## config.mk

```make
export PLATFORM = sky130hd
export DESIGN_NAME = integer_to_ascii_any_base_core
export DESIGN_NICKNAME = d
export VERILOG_FILES = /design/src/sv/itoa_pkg.sv /design/src/sv/integer_to_ascii_any_base_core.sv /design/src/sv/itoa_ctrl.sv /design/src/sv/itoa_dp.sv
export VERILOG_INCLUDE_DIRS = /design/src /design/src/sv
export SDC_FILE = /design/constraint.sdc
export NUM_CORES = 1
export LEC_CHECK = 0
export BUFFER_PORTS_ARGS = -buffer_cell sky130_fd_sc_hd__buf_2
export CAP_MARGIN = 10
export CELL_PAD_IN_SITES_DETAIL_PLACEMENT = 1
export CELL_PAD_IN_SITES_GLOBAL_PLACEMENT = 1
export CORE_MARGIN = 2
export CORE_UTILIZATION = 46
export CTS_CLUSTER_DIAMETER = 50
export DETAILED_ROUTE_END_ITERATION = 8
export PLACE_DENSITY_LB_ADDON = 0.1
export RECOVER_POWER = 25
export SLEW_MARGIN = 20
export SYNTH_ARGS = -nofsm -noshare
export SYNTH_HDL_FRONTEND = slang
export SYNTH_SLANG_ARGS = --single-unit
```

## constraint.sdc

```tcl
create_clock -name clk -period 13.3 [get_ports clk]
set_input_delay 3.99 -clock clk [delete_from_list [all_inputs] [get_ports clk]]
set_output_delay 3.99 -clock clk [all_outputs]
set_load 0.005 [all_outputs]
```

## src/sv/integer_to_ascii_any_base_core_defines.svh

```systemverilog
// Assertion macros used by the RTL controller (itoa_ctrl).
`ifndef INTEGER_TO_ASCII_ANY_BASE_CORE_DEFINES_SVH
`define INTEGER_TO_ASCII_ANY_BASE_CORE_DEFINES_SVH

`ifndef SYNTH
`define ITOA_ASSERT(lbl, prop) \
  lbl: assert property (@(posedge clk) disable iff (rst) (prop)) \
    else $error("itoa check failed");
`define ITOA_ASSERT_NEXT(lbl, trig, prop) \
  lbl: assert property (@(posedge clk) disable iff (rst) (trig) |=> (prop)) \
    else $error("itoa check failed");
`else
`define ITOA_ASSERT(lbl, prop)
`define ITOA_ASSERT_NEXT(lbl, trig, prop)
`endif

`endif

```

## src/sv/itoa_pkg.sv

```systemverilog
package itoa_pkg;

  localparam int VALUE_BITS = 64;
  localparam int STEP_BITS  = 8;
  localparam int CHUNKS     = (VALUE_BITS + STEP_BITS - 1) / STEP_BITS;
  localparam int PAD_W      = CHUNKS * STEP_BITS;
  localparam int CHUNK_W    = (CHUNKS > 1) ? $clog2(CHUNKS) : 1;
  localparam int ADDR_W     = $clog2(VALUE_BITS);
  localparam int CNT_W      = $clog2(VALUE_BITS + 1);
  localparam int DIGIT_W    = 4;
  localparam int RADIX_W    = 5;
  localparam int CHAR_W     = 7;

  localparam logic [RADIX_W-1:0] RADIX_MIN = 5'd2;
  localparam logic [RADIX_W-1:0] RADIX_MAX = 5'd16;

  localparam int FLAG_UNSIGNED = 0;
  localparam int FLAG_LOWER    = 1;

  typedef struct packed {
    logic load;
    logic step;
    logic digit_done;
    logic rd_first;
    logic shift_out;
  } itoa_cmd_t;

  typedef struct packed {
    logic quo_zero;
    logic count_zero;
    logic idx_zero;
    logic out_free;
  } itoa_sts_t;

  function automatic logic [CHAR_W-1:0] digit_char(input logic [DIGIT_W-1:0] d,
                                                   input logic lower);
    logic [CHAR_W-1:0] c;
    if (d < 4'd10) begin
      c = 7'h30 + CHAR_W'(d);
    end else if (lower) begin
      c = 7'h61 + CHAR_W'(d - 4'd10);
    end else begin
      c = 7'h41 + CHAR_W'(d - 4'd10);
    end
    return c;
  endfunction

endpackage

```

## src/sv/integer_to_ascii_any_base_core.sv

```systemverilog
// Channel | Handshake            | Beat contents
// in      | in_valid / in_ready  | value, radix, format_flags
// out     | out_valid / out_ready| character, negative, last
//
// The divider retires 8 quotient bits per cycle over a 64-bit dividend for each
// digit. After division, characters go out one per cycle while out_ready
// stays high.
// Reset (rst, synchronous) returns the controller to idle and empties the
// output register. A stalled output holds the current character and the
// digit read-out waits; in_ready is high only while the controller is idle.
module integer_to_ascii_any_base_core (
  input  logic                        clk,
  input  logic                        rst,
  input  logic                        in_valid,
  output logic                        in_ready,
  input  logic signed [63:0]          value,
  input  logic [itoa_pkg::RADIX_W-1:0] radix,
  input  logic [1:0]                  format_flags,
  output logic                        out_valid,
  input  logic                        out_ready,
  output logic [itoa_pkg::CHAR_W-1:0] character,
  output logic                        negative,
  output logic                        last
);
  import itoa_pkg::*;

  itoa_cmd_t cmd;
  itoa_sts_t sts;

  itoa_ctrl u_ctrl (
    .clk      (clk),
    .rst      (rst),
    .in_valid (in_valid),
    .in_ready (in_ready),
    .sts      (sts),
    .cmd      (cmd)
  );

  itoa_dp u_dp (
    .clk          (clk),
    .rst          (rst),
    .value        (value),
    .radix        (radix),
    .format_flags (format_flags),
    .cmd          (cmd),
    .sts          (sts),
    .out_valid    (out_valid),
    .out_ready    (out_ready),
    .character    (character),
    .negative     (negative),
    .last         (last)
  );

endmodule

```

## src/sv/itoa_ctrl.sv

```systemverilog
`include "integer_to_ascii_any_base_core_defines.svh"

module itoa_ctrl (
  input  logic                clk,
  input  logic                rst,
  input  logic                in_valid,
  output logic                in_ready,
  input  itoa_pkg::itoa_sts_t sts,
  output itoa_pkg::itoa_cmd_t cmd
);
  import itoa_pkg::*;

  localparam logic [1:0] S_IDLE = 2'd0;
  localparam logic [1:0] S_DIV  = 2'd1;
  localparam logic [1:0] S_EMIT = 2'd2;

  logic [1:0]         state, state_next;
  logic [CHUNK_W-1:0] chunk, chunk_next;

  assign in_ready = (state == S_IDLE);

  always_comb begin
    state_next = state;
    chunk_next = chunk;
    cmd        = '0;
    unique case (state)
      S_IDLE: begin
        if (in_valid) begin
          cmd.load   = 1'b1;
          chunk_next = '0;
          state_next = S_DIV;
        end
      end
      S_DIV: begin
        if (chunk == '0 && !sts.count_zero && sts.quo_zero) begin
          cmd.rd_first = 1'b1;
          state_next   = S_EMIT;
        end else begin
          cmd.step = 1'b1;
          if (chunk == CHUNK_W'(CHUNKS - 1)) begin
            cmd.digit_done = 1'b1;
            chunk_next     = '0;
          end else begin
            chunk_next = chunk + CHUNK_W'(1);
          end
        end
      end
      S_EMIT: begin
        if (sts.out_free) begin
          cmd.shift_out = 1'b1;
          if (sts.idx_zero) begin
            state_next = S_IDLE;
          end
        end
      end
      default: begin
        state_next = S_IDLE;
      end
    endcase
  end

  always_ff @(posedge clk) begin
    if (rst) begin
      state <= S_IDLE;
      chunk <= '0;
    end else begin
      state <= state_next;
      chunk <= chunk_next;
    end
  end

  `ITOA_ASSERT(a_cmd_onehot, $onehot0({cmd.load, cmd.step, cmd.rd_first, cmd.shift_out}))
  `ITOA_ASSERT(a_done_in_step, !cmd.digit_done || cmd.step)
  `ITOA_ASSERT(a_emit_has_digits, state != S_EMIT || !sts.count_zero)
  `ITOA_ASSERT_NEXT(a_first_read_emit, cmd.rd_first, state == S_EMIT)

endmodule

```

## src/sv/itoa_dp.sv

```systemverilog
module itoa_dp (
  input  logic                            clk,
  input  logic                            rst,
  input  logic signed [63:0]              value,
  input  logic [itoa_pkg::RADIX_W-1:0]    radix,
  input  logic [1:0]                      format_flags,
  input  itoa_pkg::itoa_cmd_t             cmd,
  output itoa_pkg::itoa_sts_t             sts,
  output logic                            out_valid,
  input  logic                            out_ready,
  output logic [itoa_pkg::CHAR_W-1:0]     character,
  output logic                            negative,
  output logic                            last
);
  import itoa_pkg::*;

  logic [PAD_W-1:0]   quo, quo_step;
  logic [DIGIT_W-1:0] rem, rem_step;
  logic [RADIX_W-1:0] base;
  logic               neg, lower;
  logic [CNT_W-1:0]   count;
  logic [ADDR_W-1:0]  idx;
  logic [DIGIT_W-1:0] rd_data;
  logic [DIGIT_W-1:0] digit_mem [VALUE_BITS];

  logic [VALUE_BITS-1:0] v_in, mag;
  logic                  in_neg;
  logic [RADIX_W-1:0]    base_in;
  logic [STEP_BITS-1:0]  qbits;
  logic [STEP_BITS-1:0]  top_bits;
  logic [RADIX_W-1:0]    r_w;
  logic [ADDR_W-1:0]     last_addr;
  logic                  rd_en;
  logic [ADDR_W-1:0]     rd_addr;

  assign v_in   = value[VALUE_BITS-1:0];
  assign in_neg = !format_flags[FLAG_UNSIGNED] && v_in[VALUE_BITS-1];
  assign mag    = in_neg ? (~v_in + VALUE_BITS'(1)) : v_in;

  always_comb begin
    if (radix < RADIX_MIN) begin
      base_in = RADIX_MIN;
    end else if (radix > RADIX_MAX) begin
      base_in = RADIX_MAX;
    end else begin
      base_in = radix;
    end
  end

  // restoring division of the next chunk by the base
  assign top_bits = quo[PAD_W-1 -: STEP_BITS];
  always_comb begin
    r_w = '0;
    qbits = '0;
    rem_step = rem;
    for (int i = STEP_BITS - 1; i >= 0; i--) begin
      r_w = {rem_step, top_bits[i]};
      if (r_w >= base) begin
        r_w      = r_w - base;
        qbits[i] = 1'b1;
      end
      rem_step = r_w[DIGIT_W-1:0];
    end
  end
  assign quo_step = (quo << STEP_BITS) | PAD_W'(qbits);

  assign last_addr = ADDR_W'(count - CNT_W'(1));

  assign sts.quo_zero   = (quo == '0);
  assign sts.count_zero = (count == '0);
  assign sts.idx_zero   = (idx == '0);
  assign sts.out_free   = !out_valid || out_ready;

  always_ff @(posedge clk) begin
    if (cmd.load) begin
      quo   <= PAD_W'(mag);
      rem   <= '0;
      base  <= base_in;
      neg   <= in_neg;
      lower <= format_flags[FLAG_LOWER];
      count <= '0;
    end else if (cmd.step) begin
      quo <= quo_step;
      if (cmd.digit_done) begin
        rem   <= '0;
        count <= count + CNT_W'(1);
      end else begin
        rem <= rem_step;
      end
    end
  end

  always_ff @(posedge clk) begin
    if (cmd.digit_done) begin
      digit_mem[count[ADDR_W-1:0]] <= rem_step;
    end
  end

  assign rd_en   = cmd.rd_first || (cmd.shift_out && !sts.idx_zero);
  assign rd_addr = cmd.rd_first ? last_addr : (idx - ADDR_W'(1));

  always_ff @(posedge clk) begin
    if (rd_en) begin
      rd_data <= digit_mem[rd_addr];
    end
  end

  always_ff @(posedge clk) begin
    if (cmd.rd_first) begin
      idx <= last_addr;
    end else if (cmd.shift_out && !sts.idx_zero) begin
      idx <= idx - ADDR_W'(1);
    end
  end

  always_ff @(posedge clk) begin
    if (rst) begin
      out_valid <= 1'b0;
    end else if (cmd.shift_out) begin
      out_valid <= 1'b1;
    end else if (out_ready) begin
      out_valid <= 1'b0;
    end
  end

  always_ff @(posedge clk) begin
    if (cmd.shift_out) begin
      character <= digit_char(rd_data, lower);
      negative  <= neg && (idx == last_addr);
      last      <= sts.idx_zero;
    end
  end

endmodule

```

==> impl_metrics.yaml, run 1 <==
logic_synthesis:
  ys_types: 63
  syn-num-nets: 1738
  avgSynthCellArea_um2: 11.55
  async_flop_share: 0
  synth_warnings: 0
  syn-instance-count: 1600
  ys_ff_latch: 363
  synth_edf_count: 346
  synth_area_um2: 18480
  synth_flop_cell: "edfxtp_1"
  yosysSeqAreaShare: 0.5808
cts:
  clock-sinks: 363
  tritoncts: "yes"
  numCtsBuffers: 42
  htreeDepth: 2
  clock_latency_ps: 550
  clk_pin_slew_ps: 60
  cts_root_buf: "clkbuf_16"
  holdBufCountCts: 0
  clock_path_buffers: 3
global_routing:
  gr-total-overflow: 0
  grt_pass1_vias: 13400
  grt_max_degree: 114
  grt_util_all_layers: 0.2539
  antenna_found_initial: 0
  grt_pass1_wl_mm: 79.69
critical_path:
  crit_family: "compound AO/OA/AOI/OAI gates"
  r2r_slack_ps: 680
  crit_type: "reg2reg"
  endpoint_kind: "flip-flop"
  critPathLaunchType: "flip-flop"
  path_buf_inv: 9
  cp.arrival_ps: 12890
  max_stage_delay_ps: 400
  crit_cells: 66
  crit_slowest_cell: "mux2_4"
  r2r_start: "u_dp.base[1]"
  rr_worst_depth: 66
  r2r-end: "u_dp.digit_mem[30][3]"
  crit_path_max_fanout: 8
  cp_data_required_time_ps: 13570
  timing.critical_path.mode_cell: "a21o_1"
floorplanning:
  std_cell_rows: 73
  die_y_um: 204.4
  die-area_um2: 41780
  ioPinCount: 86
  die-width_um: 204.4
  start_util: 0.4650
  core_area_um2: 39730
timing:
  period_share: 0.9491
  setup_violations: 0
  fin_crit_ps: 12620
  hold_viol: 0
  max_freq_mhz: 79.22
  tightest_slew_ps: 1122
  drv_slew: 0
  hold_ws_ps: 485.7
  fin_worst_skew_ps: 21.64
  slew_headroom: 0.2519
worst_hold_path:
  min_path_type: "reg2reg"
  whs_path_depth: 2
  min_to: "u_dp.out_valid"
  hold_start: "u_dp.out_valid"
route:
  drt-initial-drc-count: 801
  ant_nets: 0
  vias: 13160
  drc_errors: 0
  firstDrtPassIters: 5
  wirelength_mm: 54.32
  via_per_inst: 5.863
  detail_route.wl_per_cell_um: 24.21
final_layout:
  layout_commonest_cell: "edfxtp_1"
  area.growth.synth_to_final_pct: 14.18
  nFillCells: 4158
  antenna_cells: 0
  finalNetCount: 1824
  drive_gt1_frac: 0.1472
  fin_util: 0.5309
  final_cell_mix: "346 x edfxtp_1, 161 x nand2_1, 155 x nor2_1, 95 x o21ai_0"
place:
  numPortBuffers: 85
  dp_hpwl_mm: 34.79
  gp_congestion: 0.8540
status:
  status: "finished, final reports clean"
run:
  cap_violations: 0
per-layer routing:
metal  vias to the layer above  global-route usage  routed length (um)
met5                         -                   0                   0
met4                         0             0.09860                1818
met3                        96             0.03986                2427
met2                       326              0.4326               27090
met1                      6612              0.3254               22980
li1                       6123                   -                   -
cell usage after synthesis (all sizes together), types with 17 or more instances:
master	n	share of area
a211oi	84	0.034
a21oi	55	0.015
and3	77	0.026
buf	33	0.013
clkbuf	55	0.011
dfxtp	17	0.018
edfxtp	346	0.56
ha	55	0.037
inv	50	0.010
mux2	27	0.017
mux2i	26	0.014
nand2	164	0.034
nor2	155	0.031
nor2b	17	0.0058
nor3	33	0.0089
nor4	25	0.0085
o21ai	105	0.029
xnor2	56	0.027
xor2	47	0.022
per-stage QoR:
stage                     TNS [ps]  worst slack (ps)  instance area [um^2]  std cells
after floorplan                  0             171.5                 18490       1600
after global placement           0             58.44                 19340       2147
after detailed placement    -79970            -588.9                 19340       2147
after CTS                        0             48.35                 20830       2227
after global routing        -11660            -86.55                 21100       2244
final                            0             677.1                 21100       2244
state kept, by name, indices dropped and copies added, names as in the netlist, 2 cells and up:
signal	flops
u_ctrl.state	2
u_dp.count	7
u_dp.character	7
u_dp.base	5
u_dp.digit_mem	256
u_dp.idx	6
u_dp.rem	4
u_dp.rd_data	4
u_ctrl.chunk	3
u_dp.quo	64
worst max-delay path by stage:
stage                 start                    end
6_report       u_dp.base[1]  u_dp.digit_mem[30][3]
5_1_grt        u_dp.base[1]  u_dp.digit_mem[29][2]
4_1_cts        u_dp.base[1]  u_dp.digit_mem[63][3]
3_5_place_dp   u_dp.base[1]  u_dp.digit_mem[61][2]
3_3_place_gp   u_dp.base[1]  u_dp.digit_mem[61][2]
2_1_floorplan  u_dp.base[1]   u_dp.digit_mem[0][0]
final cells by class:
| class | count | area (um^2) | share of cell area |
|---|---|---|---|
| flip-flops and latches | 363 | 10730 | 0.5087 |
| multi-input cells | 1108 | 7412 | 0.3514 |
| clock buffers | 52 | 1120 | 0.05308 |
| repair buffers | 119 | 706.9 | 0.03351 |
| well taps | 525 | 656.9 | 0.03114 |
| clock inverters | 25 | 267.8 | 0.01269 |
| inverters | 52 | 200.2 | 0.009490 |
kinds of logic after synthesis:
| kind of cell | count (synthesis) | share of synthesized area |
|---|---|---|
| XOR/XNOR | 103 | 0.04883 |
| adder cells (fa/ha/maj) | 63 | 0.04592 |
| multiplexers | 53 | 0.03095 |
| AND/OR/NAND/NOR | 554 | 0.1436 |
| buffers and inverters | 140 | 0.03474 |
| AO/OA/AOI/OAI | 324 | 0.1151 |
| flip-flops | 363 | 0.5808 |
timing repair:
item	4_1_cts	5_1_grt
endpoints found under the setup margin	260	261
resized for setup	12	32
pin swaps	1	3
cloned	2	9
buffers inserted	1	8
hold endpoints to repair	0	0
tightest hold or removal path, stage by stage (launching register included):
cell      delay, ps
dfxtp_1         310
nand2b_1         60
a21oi_1          60
Power of run 1 is not shown: default switching activity piles up to over one toggle a cycle in this logic, so the estimate is an artifact.
==> run 2: changes to the inputs <==
--- a/config.mk
+++ b/config.mk
@@ -11,7 +11,8 @@
 export CELL_PAD_IN_SITES_DETAIL_PLACEMENT = 1
 export CELL_PAD_IN_SITES_GLOBAL_PLACEMENT = 1
 export CORE_MARGIN = 2
-export CORE_UTILIZATION = 46
+export CORE_UTILIZATION = 47
+export CTS_BUF_LIST = sky130_fd_sc_hd__clkbuf_2
 export CTS_CLUSTER_DIAMETER = 50
 export DETAILED_ROUTE_END_ITERATION = 8
 export PLACE_DENSITY_LB_ADDON = 0.1
==> run 2 against run 1 <==
Utilization shrank 0.61 points. Global-route usage is 0.13 points lower. Final area down 3.6%. Highest routed layer unchanged.
==> impl_metrics.yaml, run 2 (synthesized netlist as in run 1, its figures left out) <==
route:
  drt-initial-drc-count: 798
  firstDrtPassIters: 7
  wirelength_mm: 51.46
  ant_nets: 0
  detail_route.wl_per_cell_um: 22.33
  via_per_inst: 5.737
  vias: 13220
  drc_errors: 0
cts:
  holdBufCountCts: 0
  clk_pin_slew_ps: 100
  clock_path_buffers: 3
  htreeDepth: 3
  tritoncts: "yes"
  clock_latency_ps: 1000
  numCtsBuffers: 90
  cts_root_buf: "clkbuf_2"
  clock-sinks: 363
final_layout:
  largest_reg_flops: 256
  finalNetCount: 1856
  final_cell_mix: "346 x edfxtp_1, 160 x nand2_1, 154 x nor2_1, 123 x clkbuf_2, 93 x o21ai_0"
  layout_commonest_cell: "edfxtp_1"
  fin_util: 0.5249
  area.growth.synth_to_final_pct: 10.05
  finalInstanceArea_um2: 20330
  drive_gt1_frac: 0.1737
global_routing:
  grt_max_degree: 114
  grt_pass1_vias: 14080
  gr-total-overflow: 0
  grt_util_all_layers: 0.2526
  antenna_found_initial: 1
  grt_pass1_wl_mm: 79.46
critical_path:
  crit_slowest_cell: "edfxtp_1"
  rr_worst_depth: 66
  endpoint_kind: "flip-flop"
  max_stage_delay_ps: 400
  crit_type: "reg2reg"
  cp_data_required_time_ps: 13950
  r2r_start: "u_dp.base[1]"
  r2r-end: "u_dp.digit_mem[34][3]"
  crit_path_max_fanout: 32
  critPathLaunchType: "flip-flop"
  cp.arrival_ps: 13280
  r2r_slack_ps: 670
place:
  dpl-instance-area_um2: 19310
  dp_hpwl_mm: 33.70
  numPortBuffers: 85
  gp_congestion: 0.8282
timing:
  slew_headroom: 0.3240
  drv_slew: 0
  setup_violations: 0
  fin_worst_skew_ps: 88.85
  rsz0062_at_grt: "true"
  fin_crit_ps: 12630
  max_freq_mhz: 79.18
  tightest_slew_ps: 1014
  hold_viol: 0
  hold_ws_ps: 491.9
  period_share: 0.9496
status:
  status: "finished, final reports clean"
floorplanning:
  die-width_um: 202.3
  ioPinCount: 86
  std_cell_rows: 72
  die-area_um2: 40910
  die_y_um: 202.3
  start_util: 0.4769
  core_area_um2: 38740
worst_hold_path:
  hold_start: "u_dp.out_valid"
  whs_path_depth: 2
  min_to: "u_dp.out_valid"
  min_path_type: "reg2reg"
run:
  cap_violations: 0
[run 2: changes by cell type in the layout (fill, tap and decap cells not counted), sizes merged]
cell | previous run | this run
clkbuf | 53 | 127
clkinv | 16 | 35
buf | 118 | 108
mux2 | 38 | 29
bufinv | 5 | 0
clkinvlp | 2 | 0
diode | 0 | 1
inv | 54 | 53
[run 2: cell type report]
type                       instances  area (um^2)
antenna                            1        2.502
sequential                       363        10730
inverter                          52        200.2
clock buffer                     123        615.6
fill                            4226        18410
clock inverter                    36        142.6
timing repair buffer             112        710.7
tap                              518        648.1
multi-input combinational       1099         7282
[run 2: worst max path at each step]
stage                       from               endpoint  cells past startpoint
floorplan           u_dp.base[1]   u_dp.digit_mem[0][0]                     66
global placement    u_dp.base[1]  u_dp.digit_mem[21][2]                     66
detailed placement  u_dp.base[1]  u_dp.digit_mem[21][2]                     66
CTS                 u_dp.base[1]  u_dp.digit_mem[38][1]                     66
global route        u_dp.base[1]  u_dp.digit_mem[32][3]                     66
finish              u_dp.base[1]  u_dp.digit_mem[34][3]                     66
[run 2: layer usage]
metal / global-route usage / vias to the layer above / part of all wire
li1: - / 6245 / -
met1: 0.3272 / 6562 / 0.44
met2: 0.4287 / 331 / 0.49
met3: 0.03950 / 81 / 0.045
met4: 0.09463 / 0 / 0.026
met5: 0 / - / 0
[run 2: what timing repair did]
action,4_1_cts,5_1_grt
resized for setup,15,24
pin swaps,0,6
cloned,2,2
endpoints found under the setup margin,260,261
setup buffers,0,4
[run 2: critical path, delay by kind of cell (launching register included)]
kind,cells,cell delay [ps]
AND/OR/NAND/NOR,16,2190
AO/OA/AOI/OAI,26,4710
adder cells (fa/ha/maj),8,1910
flip-flops,1,400
multiplexers,7,2360
buffers and inverters,9,780
[run 2: stage by stage]
step	worst slack, ps	cells	setup TNS [ps]
2_1_floorplan	171.5	1600	0
3_3_place_gp	-37.13	2136	-589.6
3_5_place_dp	-709.9	2136	-94920
4_1_cts	46.56	2297	0
5_1_grt	-133.2	2304	-12430
6_report	670.2	2304	0
Power of run 2 is left out for the same reason.
==> run 3: changes to the inputs <==
--- a/config.mk
+++ b/config.mk
@@ -10,6 +10,7 @@
 export CAP_MARGIN = 10
 export CELL_PAD_IN_SITES_DETAIL_PLACEMENT = 1
 export CELL_PAD_IN_SITES_GLOBAL_PLACEMENT = 1
+export CORE_ASPECT_RATIO = 0.75
 export CORE_MARGIN = 2
 export CORE_UTILIZATION = 47
 export CTS_BUF_LIST = sky130_fd_sc_hd__clkbuf_2
==> run 3 against run 2 <==
The run now ends with capacitance limit, slew limit left. First-iteration DRC count grew 53%. Die area barely moved. Final area increased by 1.3%. Largest cell class unchanged. Highest routed layer unchanged.
==> impl_metrics.yaml, run 3 (synthesized netlist as in run 1, its figures left out) <==
route:
  ant_nets: 0
  vias: 13660
  firstDrtPassIters: 5
  via_per_inst: 5.897
  wirelength_mm: 54.86
  drt-initial-drc-count: 1221
  detail_route.wl_per_cell_um: 23.69
  drc_errors: 0
cts:
  clock_latency_ps: 1050
  clock_path_buffers: 3
  holdBufCountCts: 0
  tritoncts: "yes"
  clk_pin_slew_ps: 90
  clock-sinks: 363
  htreeDepth: 3
  cts_root_buf: "clkbuf_2"
  numCtsBuffers: 92
place:
  dp.cells: 2133
  dp_hpwl_mm: 35.12
  numPortBuffers: 85
  gp_congestion: 0.8493
  dpl-instance-area_um2: 19320
worst_hold_path:
  hold_start: "u_dp.out_valid"
  min_path_type: "reg2reg"
  min_to: "u_dp.out_valid"
  whs_path_depth: 2
global_routing:
  grt_pass1_vias: 13820
  gr-total-overflow: 0
  grt_max_degree: 114
  grt_util_all_layers: 0.2658
  grt_pass1_wl_mm: 82.13
  antenna_found_initial: 3
critical_path:
  cp.arrival_ps: 13370
  endpoint_kind: "flip-flop"
  path_buf_inv: 9
  crit_type: "reg2reg"
  cp_data_required_time_ps: 14020
  r2r_start: "u_dp.quo[63]"
  rr_worst_depth: 66
  critPathLaunchType: "flip-flop"
  r2r_slack_ps: 660
  timing.critical_path.mode_cell: "ha_1"
  crit_family: "compound AO/OA/AOI/OAI gates"
  crit_path_max_fanout: 8
  r2r-end: "u_dp.digit_mem[23][3]"
  max_stage_delay_ps: 470
  crit_slowest_cell: "edfxtp_1"
timing:
  hold_viol: 0
  period_share: 0.9506
  setup_violations: 0
  fin_crit_ps: 12640
  max_freq_mhz: 79.09
  drv_slew: 34
  tightest_slew_ps: 1653
  slew_headroom: -0.1018
  fin_worst_skew_ps: 96.67
final_layout:
  area.growth.synth_to_final_pct: 11.48
  layout.cells.non_filler: 2316
  finalNetCount: 1875
  nFillCells: 4146
  drive_gt1_frac: 0.1850
  finalInstanceArea_um2: 20600
  layout_commonest_cell: "edfxtp_1"
  largest_reg_flops: 256
  final_cell_mix: "346 x edfxtp_1, 160 x nand2_1, 154 x nor2_1, 126 x clkbuf_2, 94 x o21ai_0"
status:
  violations: "capacitance limit, slew limit"
  status: "complete, but fails checks"
floorplanning:
  die-width_um: 232.9
  start_util: 0.4792
  std_cell_rows: 62
  die_y_um: 175.7
  ioPinCount: 86
  die-area_um2: 40930
  core_area_um2: 38550
run:
  cap_violations: 1
[run 3: cell types whose count changed in the layout (fill, tap and decap cells not counted), sizes merged]
cell	previous run	this run
buf	108	119
bufinv	0	2
clkbuf	127	134
clkinv	35	25
clkinvlp	0	3
diode	1	4
mux2	29	31
[run 3: worst max-delay path by stage]
stage                             from                    end  slack [ps]  cells after the start
after floorplan           u_dp.base[1]   u_dp.digit_mem[0][0]         170                     66
after global placement    u_dp.base[1]  u_dp.digit_mem[21][2]         -20                     66
after detailed placement  u_dp.base[1]  u_dp.digit_mem[18][2]        -650                     66
after CTS                 u_dp.quo[63]   u_dp.digit_mem[2][2]          70                     66
after global routing      u_dp.base[1]  u_dp.digit_mem[36][3]         -50                     66
final                     u_dp.quo[63]  u_dp.digit_mem[23][3]         660                     66
[run 3: what timing repair did]
item / in CTS / in global routing
gates resized for setup: 14 / 39
pin swaps: 0 / 13
buffers inserted: 0 / 11
endpoints found under the setup margin: 260 / 261
gates cloned: 2 / 9
[run 3: area by class of cell]
| type | count | area (um^2) | share of cell area |
|---|---|---|---|
| well taps | 512 | 640.6 | 0.03110 |
| multi-input cells | 1101 | 7336 | 0.3562 |
| inverters | 52 | 200.2 | 0.009720 |
| clock inverters | 31 | 183.9 | 0.008930 |
| diodes | 4 | 10.01 | 0.0004860 |
| clock buffers | 126 | 630.6 | 0.03062 |
| flip-flops and latches | 363 | 10730 | 0.5210 |
| repair buffers | 127 | 863.3 | 0.04192 |
[run 3: worst min-delay path, cell delays in order, from the launching register on]
cell	delay (ps)
dfxtp_1	330
nand2b_1	70
a21oi_1	60
[run 3: through the flow]
| stage | hold WS, ps | util | setup slack [ps] | setup TNS [ps] |
|---|---|---|---|---|
| after floorplan | 453.9 | - | 171.5 | 0 |
| after global placement | 469.2 | 0.5011 | -20.64 | -352.6 |
| after detailed placement | 483.2 | 0.5011 | -654.2 | -80460 |
| after CTS | 498.8 | 0.5245 | 71.57 | 0 |
| after global routing | 534.6 | 0.5341 | -48.20 | -1509 |
| final | 501.2 | 0.5342 | 656.6 | 0 |
[run 3: per-layer routing]
metal / wire length [um] / GRT usage
met3: 4367 / 0.07240
met4: 811 / 0.06582
met1: 25730 / 0.3970
met2: 23960 / 0.3826
met5: 0 / 0
Power of run 3 is left out for the same reason.
